===== src/hw/rtl/fpa_pkg.sv =====
// ----------------------------------------------------------------------------
// fpa_pkg
// Shared constants, codes and types of the fixed-partition allocator.
// ----------------------------------------------------------------------------
package fpa_pkg;

    localparam int MAX_PARTITIONS = 16;
    localparam int SIZE_BITS      = 16;
    localparam int IDX_BITS       = (MAX_PARTITIONS > 1) ? $clog2(MAX_PARTITIONS) : 1;
    localparam int CNT_BITS       = $clog2(MAX_PARTITIONS + 1);

    // command codes
    localparam logic [1:0] CMD_ADD     = 2'd0;
    localparam logic [1:0] CMD_ALLOC   = 2'd1;
    localparam logic [1:0] CMD_RELEASE = 2'd2;

    // fit policies
    localparam logic [1:0] POL_FIRST = 2'd0;
    localparam logic [1:0] POL_BEST  = 2'd1;
    localparam logic [1:0] POL_WORST = 2'd2;

    // result status
    localparam logic [1:0] STATUS_OK    = 2'd0;
    localparam logic [1:0] STATUS_NOFIT = 2'd1;
    localparam logic [1:0] STATUS_FULL  = 2'd2;

    // register indexes
    localparam logic REG_FIT_POLICY = 1'b0;

    // candidate travelling down the chain
    typedef struct packed {
        logic                 found;
        logic [IDX_BITS-1:0]  idx;
        logic [SIZE_BITS-1:0] size;
    } probe_t;

    // broadcast table update from the controller
    typedef struct packed {
        logic                 add_en;
        logic                 alloc_en;
        logic                 release_en;
        logic [IDX_BITS-1:0]  idx;
        logic [SIZE_BITS-1:0] amt;
    } cell_ctrl_t;

endpackage


===== src/hw/rtl/fpa_cell.sv =====
// ----------------------------------------------------------------------------
// fpa_cell
// One partition entry; compares itself against the passing candidate.
// ----------------------------------------------------------------------------
module fpa_cell (
    input  logic                          clk,
    input  logic                          rst_n,
    input  logic [fpa_pkg::IDX_BITS-1:0]  my_idx,
    input  fpa_pkg::cell_ctrl_t           ctrl,
    input  logic [fpa_pkg::SIZE_BITS-1:0] req_amt,
    input  logic [1:0]                    policy,
    input  fpa_pkg::probe_t               probe_in,
    output fpa_pkg::probe_t               probe_out
);

    logic [fpa_pkg::SIZE_BITS-1:0] size_reg;
    logic                          valid_reg;
    logic                          free_reg;
    fpa_pkg::probe_t               probe_reg;
    fpa_pkg::probe_t               probe_next;
    logic                          eligible;
    logic                          take;
    logic                          hit;

    assign hit      = (ctrl.idx == my_idx);
    assign eligible = valid_reg && free_reg && (size_reg >= req_amt);

    always_comb
    begin
        case (policy)
            fpa_pkg::POL_FIRST: take = eligible && !probe_in.found;
            fpa_pkg::POL_BEST:  take = eligible &&
                                       (!probe_in.found || (size_reg < probe_in.size));
            fpa_pkg::POL_WORST: take = eligible &&
                                       (!probe_in.found || (size_reg > probe_in.size));
            default:            take = 1'b0;
        endcase
        if (take)
        begin
            probe_next.found = 1'b1;
            probe_next.idx   = my_idx;
            probe_next.size  = size_reg;
        end
        else
        begin
            probe_next = probe_in;
        end
    end

    always_ff @(posedge clk or negedge rst_n)
    begin
        if (!rst_n)
        begin
            valid_reg <= 1'b0;
            free_reg  <= 1'b1;
            probe_reg <= '0;
        end
        else
        begin
            probe_reg <= probe_next;
            if (ctrl.release_en)
            begin
                free_reg <= 1'b1;
            end
            else if (ctrl.add_en && hit)
            begin
                valid_reg <= 1'b1;
                free_reg  <= 1'b1;
            end
            else if (ctrl.alloc_en && hit)
            begin
                free_reg <= 1'b0;
            end
        end
    end

    // size holds no reset: read only once the entry is valid
    always_ff @(posedge clk)
    begin
        if (ctrl.add_en && hit)
        begin
            size_reg <= ctrl.amt;
        end
    end

    assign probe_out = probe_reg;

endmodule


===== src/hw/rtl/fixed_partition_allocator_unit.sv =====
// ----------------------------------------------------------------------------
// fixed_partition_allocator_unit
// Fixed-partition allocator: a chain of partition cells searched by a
// travelling candidate, first/best/worst fit chosen by register.
// ----------------------------------------------------------------------------
//
//  channel  | direction | transfer contents
//  ---------+-----------+--------------------------------------------------
//  s_axis   | in        | tuser: command; tdata: amount
//  m_axis   | out       | tuser: status; tdata: slot, granted_size, leftover
//  apb      | in/out    | fit_policy at byte address 0
//
//  Add and release-all pass through accept and result; allocate passes
//  through accept, a scan in which the candidate walks the
//  cell chain one cell per cycle, and result. One command is worked on at a time; a
//  new command is taken while the previous result waits in the output
//  register. A stalled output holds the controller in its result state.
//  Reset empties the table and sets first fit; no clearing pass.
//
module fixed_partition_allocator_unit (
    input  logic        clk,
    input  logic        rst_n,
    // command stream
    input  logic        s_tvalid,
    output logic        s_tready,
    input  logic [15:0] s_tdata,   // [15:0] amount
    input  logic [1:0]  s_tuser,   // [1:0] command
    // result stream
    output logic        m_tvalid,
    input  logic        m_tready,
    output logic [39:0] m_tdata,   // [3:0] slot, [19:4] granted_size,
                                   // [35:20] leftover, [39:36] zero
    output logic [1:0]  m_tuser,   // [1:0] status
    // configuration
    input  logic        psel,
    input  logic        penable,
    input  logic        pwrite,
    input  logic [2:0]  paddr,
    input  logic [31:0] pwdata,
    output logic [31:0] prdata,
    output logic        pready
);

    typedef enum logic [2:0] {
        ST_IDLE   = 3'b001,
        ST_SCAN   = 3'b010,
        ST_RESULT = 3'b100
    } state_t;

    localparam int N = fpa_pkg::MAX_PARTITIONS;

    state_t                        state_reg;
    state_t                        state_next;
    logic [1:0]                    policy_reg;
    logic [1:0]                    cmd_reg;
    logic [fpa_pkg::SIZE_BITS-1:0] amt_reg;
    logic [fpa_pkg::CNT_BITS-1:0]  count_reg;
    logic [fpa_pkg::IDX_BITS-1:0]  scan_cnt_reg;

    logic                          out_valid_reg;
    logic [1:0]                    status_reg;
    logic [3:0]                    slot_reg;
    logic [15:0]                   granted_reg;
    logic [15:0]                   leftover_reg;

    logic [1:0]                    status_next;
    logic [3:0]                    slot_next;
    logic [15:0]                   granted_next;
    logic [15:0]                   leftover_next;

    logic                          in_xfer;
    logic                          out_free;
    logic                          finish;
    logic                          table_full;
    logic                          scan_last;
    logic                          cfg_write;

    fpa_pkg::cell_ctrl_t           cell_ctrl;
    fpa_pkg::probe_t               probe_link [0:N];
    fpa_pkg::probe_t               result_probe;

    // ---------------------------------------------------------------- APB
    assign pready    = 1'b1;
    assign cfg_write = psel && penable && pwrite;
    assign prdata    = (paddr[2] == fpa_pkg::REG_FIT_POLICY) ? {30'd0, policy_reg} : 32'd0;

    always_ff @(posedge clk or negedge rst_n)
    begin
        if (!rst_n)
        begin
            policy_reg <= fpa_pkg::POL_FIRST;
        end
        else if (cfg_write && (paddr[2] == fpa_pkg::REG_FIT_POLICY))
        begin
            policy_reg <= pwdata[1:0];
        end
    end

    // --------------------------------------------------------- controller
    assign s_tready   = (state_reg == ST_IDLE);
    assign in_xfer    = s_tvalid && s_tready;
    assign out_free   = !out_valid_reg || m_tready;
    assign finish     = (state_reg == ST_RESULT) && out_free;
    assign table_full = (count_reg == fpa_pkg::CNT_BITS'(N));
    assign scan_last  = (scan_cnt_reg == fpa_pkg::IDX_BITS'(N - 1));
    assign result_probe = probe_link[N];

    always_comb
    begin
        state_next = state_reg;
        case (state_reg)
            ST_IDLE:
            begin
                if (in_xfer)
                begin
                    if (s_tuser == fpa_pkg::CMD_ALLOC)
                        state_next = ST_SCAN;
                    else if (s_tuser == fpa_pkg::CMD_ADD || s_tuser == fpa_pkg::CMD_RELEASE)
                        state_next = ST_RESULT;
                    // unknown command: dropped, no result
                end
            end
            ST_SCAN:
            begin
                if (scan_last)
                    state_next = ST_RESULT;
            end
            ST_RESULT:
            begin
                if (out_free)
                    state_next = ST_IDLE;
            end
            default: state_next = ST_IDLE;
        endcase
    end

    always_ff @(posedge clk or negedge rst_n)
    begin
        if (!rst_n)
        begin
            state_reg    <= ST_IDLE;
            cmd_reg      <= fpa_pkg::CMD_ADD;
            count_reg    <= '0;
            scan_cnt_reg <= '0;
        end
        else
        begin
            state_reg <= state_next;
            if (in_xfer)
            begin
                cmd_reg      <= s_tuser;
                scan_cnt_reg <= '0;
            end
            else if (state_reg == ST_SCAN)
            begin
                scan_cnt_reg <= scan_cnt_reg + 1'b1;
            end
            if (cell_ctrl.add_en)
                count_reg <= count_reg + 1'b1;
        end
    end

    always_ff @(posedge clk)
    begin
        if (in_xfer)
            amt_reg <= fpa_pkg::SIZE_BITS'(s_tdata);
    end

    // result and table update, applied together on the finishing cycle
    always_comb
    begin
        status_next      = fpa_pkg::STATUS_OK;
        slot_next        = 4'd0;
        granted_next     = 16'd0;
        leftover_next    = 16'd0;
        cell_ctrl.add_en     = 1'b0;
        cell_ctrl.alloc_en   = 1'b0;
        cell_ctrl.release_en = 1'b0;
        cell_ctrl.idx        = fpa_pkg::IDX_BITS'(count_reg);
        cell_ctrl.amt        = amt_reg;
        case (cmd_reg)
            fpa_pkg::CMD_ADD:
            begin
                if (table_full)
                begin
                    status_next = fpa_pkg::STATUS_FULL;
                end
                else
                begin
                    slot_next        = 4'(count_reg);
                    cell_ctrl.add_en = finish;
                end
            end
            fpa_pkg::CMD_ALLOC:
            begin
                cell_ctrl.idx = result_probe.idx;
                if (result_probe.found)
                begin
                    slot_next          = 4'(result_probe.idx);
                    granted_next       = 16'(result_probe.size);
                    leftover_next      = 16'(result_probe.size - amt_reg);
                    cell_ctrl.alloc_en = finish;
                end
                else
                begin
                    status_next = fpa_pkg::STATUS_NOFIT;
                end
            end
            fpa_pkg::CMD_RELEASE:
            begin
                cell_ctrl.release_en = finish;
            end
            default:
            begin
                status_next = fpa_pkg::STATUS_OK;
            end
        endcase
    end

    // ----------------------------------------------------- output register
    always_ff @(posedge clk or negedge rst_n)
    begin
        if (!rst_n)
            out_valid_reg <= 1'b0;
        else if (finish)
            out_valid_reg <= 1'b1;
        else if (m_tready)
            out_valid_reg <= 1'b0;
    end

    always_ff @(posedge clk)
    begin
        if (finish)
        begin
            status_reg   <= status_next;
            slot_reg     <= slot_next;
            granted_reg  <= granted_next;
            leftover_reg <= leftover_next;
        end
    end

    assign m_tvalid = out_valid_reg;
    assign m_tuser  = status_reg;
    assign m_tdata  = {4'd0, leftover_reg, granted_reg, slot_reg};

    // ---------------------------------------------------------- cell chain
    // The candidate enters empty at the head and moves one cell per cycle.
    assign probe_link[0] = '0;

    for (genvar i = 0; i < N; i++)
    begin : g_cell
        fpa_cell u_cell (
            .clk       (clk),
            .rst_n     (rst_n),
            .my_idx    (fpa_pkg::IDX_BITS'(i)),
            .ctrl      (cell_ctrl),
            .req_amt   (amt_reg),
            .policy    (policy_reg),
            .probe_in  (probe_link[i]),
            .probe_out (probe_link[i+1])
        );
    end

endmodule


===== config.mk =====
export PLATFORM = sky130hd
export DESIGN_NAME = fixed_partition_allocator_unit
export DESIGN_NICKNAME = d
export VERILOG_FILES = /design/src/hw/rtl/fpa_pkg.sv /design/src/hw/rtl/fpa_cell.sv /design/src/hw/rtl/fixed_partition_allocator_unit.sv
export SDC_FILE = /design/constraint.sdc
export NUM_CORES = 1
export LEC_CHECK = 0
export BUFFER_PORTS_ARGS = -buffer_cell sky130_fd_sc_hd__buf_2
export CAP_MARGIN = 15
export CORE_MARGIN = 5
export CORE_UTILIZATION = 57
export DETAILED_ROUTE_END_ITERATION = 8
export PLACE_DENSITY = 0.81
export SLEW_MARGIN = 20
export SYNTH_ARGS = -nofsm -noshare
export SYNTH_HDL_FRONTEND = slang
export SYNTH_SLANG_ARGS = --single-unit

===== constraint.sdc =====
create_clock -name clk -period 4.2 [get_ports clk]
set_clock_uncertainty 0.2 [all_clocks]
set_input_delay 0.21 -clock clk [delete_from_list [all_inputs] [get_ports clk]]
set_output_delay 0.21 -clock clk [all_outputs]
set_load 0.02 [all_outputs]

; ---- Yosys cells after proc, flatten, opt, wreduce, memory -nomap -nowiden
; Cells that the tools add are included.
[word_totals]
output_inout_bits = 77
input_bits = 60
register_bits = 695
word_cells = 494
[op_classes]
eq_ne = 30
add_sub_neg = 3
n_lt_le_gt_ge = 46
muxes = 103
n_bitwise = 2
n_reduce_logical = 203
[ops]
columns = cell, n
row1 = $mux 21, 16
row2 = $ge 16x16->1, 16
row3 = $gt 16x16->1, 15
row4 = $lt 16x16->1, 15
row5 = $logic_and 1x1->1, 114
row6 = $mux 1, 57
row7 = $reduce_bool 3->1, 16
row8 = $pmux 1 s3, 15
row9 = $eq 4x4->1 const B, 9
row10 = $reduce_and 2->1, 17
row11 = $logic_or 1x1->1, 32
row12 = $mux 4, 5
row13 = $eq 4x3->1 const B, 4
row14 = $logic_not 1->1, 16
row15 = $sub 16x16->16, 1
row16 = $mux 3, 5
row17 = $pmux 3 s3, 1
row18 = $eq 4x2->1 const B, 2
row19 = $pmux 4 s2, 1
row20 = $eq 2x1->1 const B, 3
row21 = $eq 2x2->1 const B, 3
row22 = $logic_not 2->1, 3
row23 = $add 5x1->5 const B, 1
row24 = $eq 5x5->1 const B, 1
row25 = other kinds (15), 19

; ---- Longest topological paths before layout
[logic_depth]
depth_word = 9
depth_mapped = 11

; ---- Cells and area by module
; From an unflattened synthesis, not the netlist that was laid out.
[hier_totals]
cells_unflattened = 4650
hier_area_um2 = 46763.6
[modules_own_cells]
columns = mod, n_inst, cells_each, area_each_um2, seq_area_each_um2
row1 = fpa_cell (g_cell[0].u_cell ...), 15, 266, 2660.1, 1057.3
row2 = fixed_partition_allocator_unit, 1, 349, 3887.5, 2048.2
row3 = fpa_cell (g_cell[15].u_cell), 1, 311, 2975.4, 1057.3

; ---- Worst setup path before layout
; OpenSTA, ideal clock, no wires.
[synth_timing]
kind = register to register
startpoint = register out_valid_reg, in the netlist m_tvalid
endpoint = register g_cell[1].u_cell.size_reg[0] (netlist bit) (enable)
stages_incl_launch_ff = 7
t_arrival_ns = 3.851
slack_ns = -0.240
n_path_buf = 1
path_cell_list = dfrtp_1 > nor2b_1 > nor2_1 > and2_1 > clkbuf_1 > o21ai_1 > nor2_1
[synth_via]
elab_chain_cells = 6
[synth_lines]
columns = item, line_no
row1 = "start, declared", fixed_partition_allocator_unit.sv:60  ; logic out_valid_reg;
row2 = "start signal, assigned", fixed_partition_allocator_unit.sv:224  ; out_valid_reg <= 1'b0;
row3 = "start signal, assigned", fixed_partition_allocator_unit.sv:226  ; out_valid_reg <= 1'b1;
row4 = "start signal, assigned", fixed_partition_allocator_unit.sv:228  ; out_valid_reg <= 1'b0;
row5 = $logic_not 1->1, fixed_partition_allocator_unit.sv:102  ; assign out_free = !out_valid_reg || m_tready;
row6 = $logic_or 1x1->1, fixed_partition_allocator_unit.sv:102
row7 = $logic_and 1x1->1, fixed_partition_allocator_unit.sv:103  ; assign finish = (state_reg == ST_RESULT) && out_free;
row8 = via finish, fixed_partition_allocator_unit.sv:73  ; logic finish;
row9 = $mux 1, fixed_partition_allocator_unit.sv:184  ; if (table_full)
row10 = $mux 1, fixed_partition_allocator_unit.sv:181  ; case (cmd_reg)
row11 = $logic_and 1x1->1, fpa_cell.sv:80  ; if (ctrl.add_en && hit)
row12 = "end signal, assigned", fpa_cell.sv:82  ; size_reg <= ctrl.amt;
row13 = "end, declared", fpa_cell.sv:16  ; logic [fpa_pkg::SIZE_BITS-1:0] size_reg;
; The timed path passes the listed nets, and every way through them passes these cells.
; A chain may end at the register's enable or synchronous reset.

==> impl_results.md <==
* Status: finished clean
* Placeable core area at 62850 um^2
* Number of I/O port buffers at 69
* Fmax at 0.2564 GHz
* Most frequent cells in the layout: 516 x ha_1, 353 x dfrtp_1, 310 x edfxtp_1, 292 x inv_1, 238 x mux2_2
* I/O Pins at 137
* Total wire length at 91880 um
* Vias per cell at 6.085
* Mapped cell area at 36050 um^2
* Finished Cell Area at 40410 um^2
* Reg2reg start: amt_reg[7]
* Total track usage at 27.12%
* Max rail drop VDD at 431.3 uV
* Layout cells sized above 1 at 17.93%
* Pin count of the biggest net entering global routing at 100
* First-pass GRT wire length at 143800 um
* Synth Flop Type: dfrtp_1
* Cells after Synth at 2901
* Power density over the cells at 414.1 nW/um^2
* Worst reg2reg path depth at 10
* Max-slew headroom at 26.45%
* Max FO, Critical Path at 20
* Worst slew pin tran at 1.098 ns
* Area Growth Syn to Fin at 12.07%
* Worst setup SP type: flip-flop
* Vias in the first global route at 25670
* Yosys Warn Count at 0
* DRC at 0
* Final hold violations at 0
* CTS tree: built
* Ranking of synthesized cells by area: edfxtp_1 26%, dfrtp_1 25%, ha_1 18%, mux2_2 7.4%, inv_1 3.0%
* Yosys reg bits at 680
* Post-layout minimum cycle time at 3.900 ns
* Worst path required time at 4.49 ns
* # setup viols final at 0
* NumNets Final at 3676
* Unrepaired setup endpoints after global routing: false
* Die height at 261.5 um
* Most common cell after layout, fill and taps aside: ha_1
* GRT overflow at 0
* Syn avg cell area at 12.43 um^2
* Via Count at 24350
* Synth unique cells at 68
* CTS Buffer Depth at 3
* Critical R2R Capture: g_cell[14].u_cell.probe_out[9]
* Placed cell area at 37790 um^2
* CTS resizes at 0
* Max-Cap Viols at 0
* R2r setup slk at 0.30 ns
* Chip Width at 261.5 um
* Dpl ws at 0.4480 ns
* Crit Path Category: flip-flop to flip-flop
* Die Area at 68380 um^2
* Total CTS buffers at 72
* Top-area cell type share of the netlist area at 25.82%
* Beginning of the critical path: amt_reg[7]
* Initial Utilization at 57.37%
* Setup ws final at 0.3003 ns
* Routed len/inst at 22.96 um
* Final cell count without fillers at 4002
* Placed insts at 3846
* Post-synth EDFFs at 310
* Post-synthesis sequential area ratio at 51.56%
* Slew Viols, Final at 0
* Hold Path Class: input pin to asynchronous set/reset pin
* Fin crit share at 92.85%
* Setup Total Neg Slack at 0 ns
* Antenna Violating Nets Remaining at 0
* Clock root cell: clkbuf_16
* Leading area contributor after synthesis: edfxtp_1
* # Post-CTS Setup Buffers at 0
* Clk_lat worst skew at 0.62 ns
* H-tree Lvls at 3
* Num rows at 92
* Inserted Diodes at 0
* Worst EP arrival at 4.19 ns
* Async SR Flop Fraction at 54.41%
* Hpwl dp at 63760 um
* Clock transition at path regs at 0.07 ns
* Initial antenna violation count at 4
* Drt first pass iters at 5
* Final core utilization at 64.29%
* Max reg flops at 321
* Static Leakage at 0.01811 uW
* Routability Congestion at 0.9503
* Initial drt markers at 2110
* CP Capture Type: flip-flop
* Clk sink count at 680
power breakdown:
group / switching, uW / leakage (uW) / internal [uW]
sequential: 335 / 0.00788 / 7500
clock: 2620 / 0.00116 / 3720
combinational: 1580 / 0.00907 / 975
total: 4530 / 0.0181 / 12200
Yosys cell counts (13+ instances only):
master	instances
a211oi_1	25
a21o_1	82
a21oi_1	181
and2_1	13
and3_1	18
and4_1	24
buf_2	13
buf_4	37
clkbuf_1	34
dfrtp_1	353
dfstp_2	17
edfxtp_1	310
ha_1	516
inv_1	292
mux2_2	238
nand2_1	86
nand2b_1	38
nand3_1	40
nand4_1	69
nor2_1	62
nor2b_1	39
nor3_1	20
nor3b_1	27
o2111ai_1	13
o211ai_1	36
o21a_1	18
o21ai_0	109
or2_2	40
kinds of logic after synthesis:
kind of cell    count (synthesis)  share of synthesized area, %
flops                         680                         51.56
compound gates                549                         9.859
fa+ha+maj                     517                         17.96
simple gates                  503                         7.843
buf+inv                       380                         4.432
mux                           257                         8.009
xor+xnor                       13                        0.3158
other cells                     2                       0.02083
metal layers:
layer	GRT usage (%)	vias to the layer above	routed length (um)
met5	0	-	35
met4	11.77	4	4666
met3	4.609	300	6584
met2	45.85	964	44560
met1	34.69	12080	36030
li1	-	11000	-
how the worst max path moves through the flow:
stage | cells after the start | to
after floorplan | 6 | g_cell[1].u_cell.size_reg[0]
after global routing | 8 | g_cell[14].u_cell.probe_out[9]
after detailed placement | 9 | g_cell[5].u_cell.probe_out[8]
after global placement | 11 | g_cell[12].u_cell.probe_out[2]
after CTS | 9 | g_cell[5].u_cell.probe_out[7]
final | 10 | g_cell[14].u_cell.probe_out[9]
worst max-delay path, cell delays in order, from the launching register on:
cell and delay [ns]:
edfxtp_1 0.44, inv_1 0.30, buf_4 0.32, ha_1 0.29, a211o_1 0.30, a21oi_1 0.10, o21ai_0 0.16, a2111oi_0 0.59
nor3_1 0.15, o211a_1 0.47, mux2_2 0.43
metrics by stage:
stage	hold slack (ns)	power, uW
final	0.04094	16730
after global routing	0.1077	17390
after CTS	0.05461	16760
after detailed placement	0.1141	10410
after global placement	0.1137	10260
after floorplan	-0.2856	9422
repair_timing:
item	in CTS	in global routing
hold buffers	25	0
endpoints found under the hold margin	122	0
setup endpoints to repair	0	0
layout make-up:
| cell class | instances | area (um^2) |
|---|---|---|
| clock buffers | 107 | 2138 |
| inverters | 292 | 1096 |
| clock inverters | 24 | 225.2 |
| multi-input cells | 1874 | 16010 |
| fillers | 4506 | 22440 |
| flip-flops and latches | 680 | 18590 |
| repair buffers | 179 | 1294 |
| well taps | 846 | 1059 |
No activity file was read; power rests on OpenSTA's default activity.
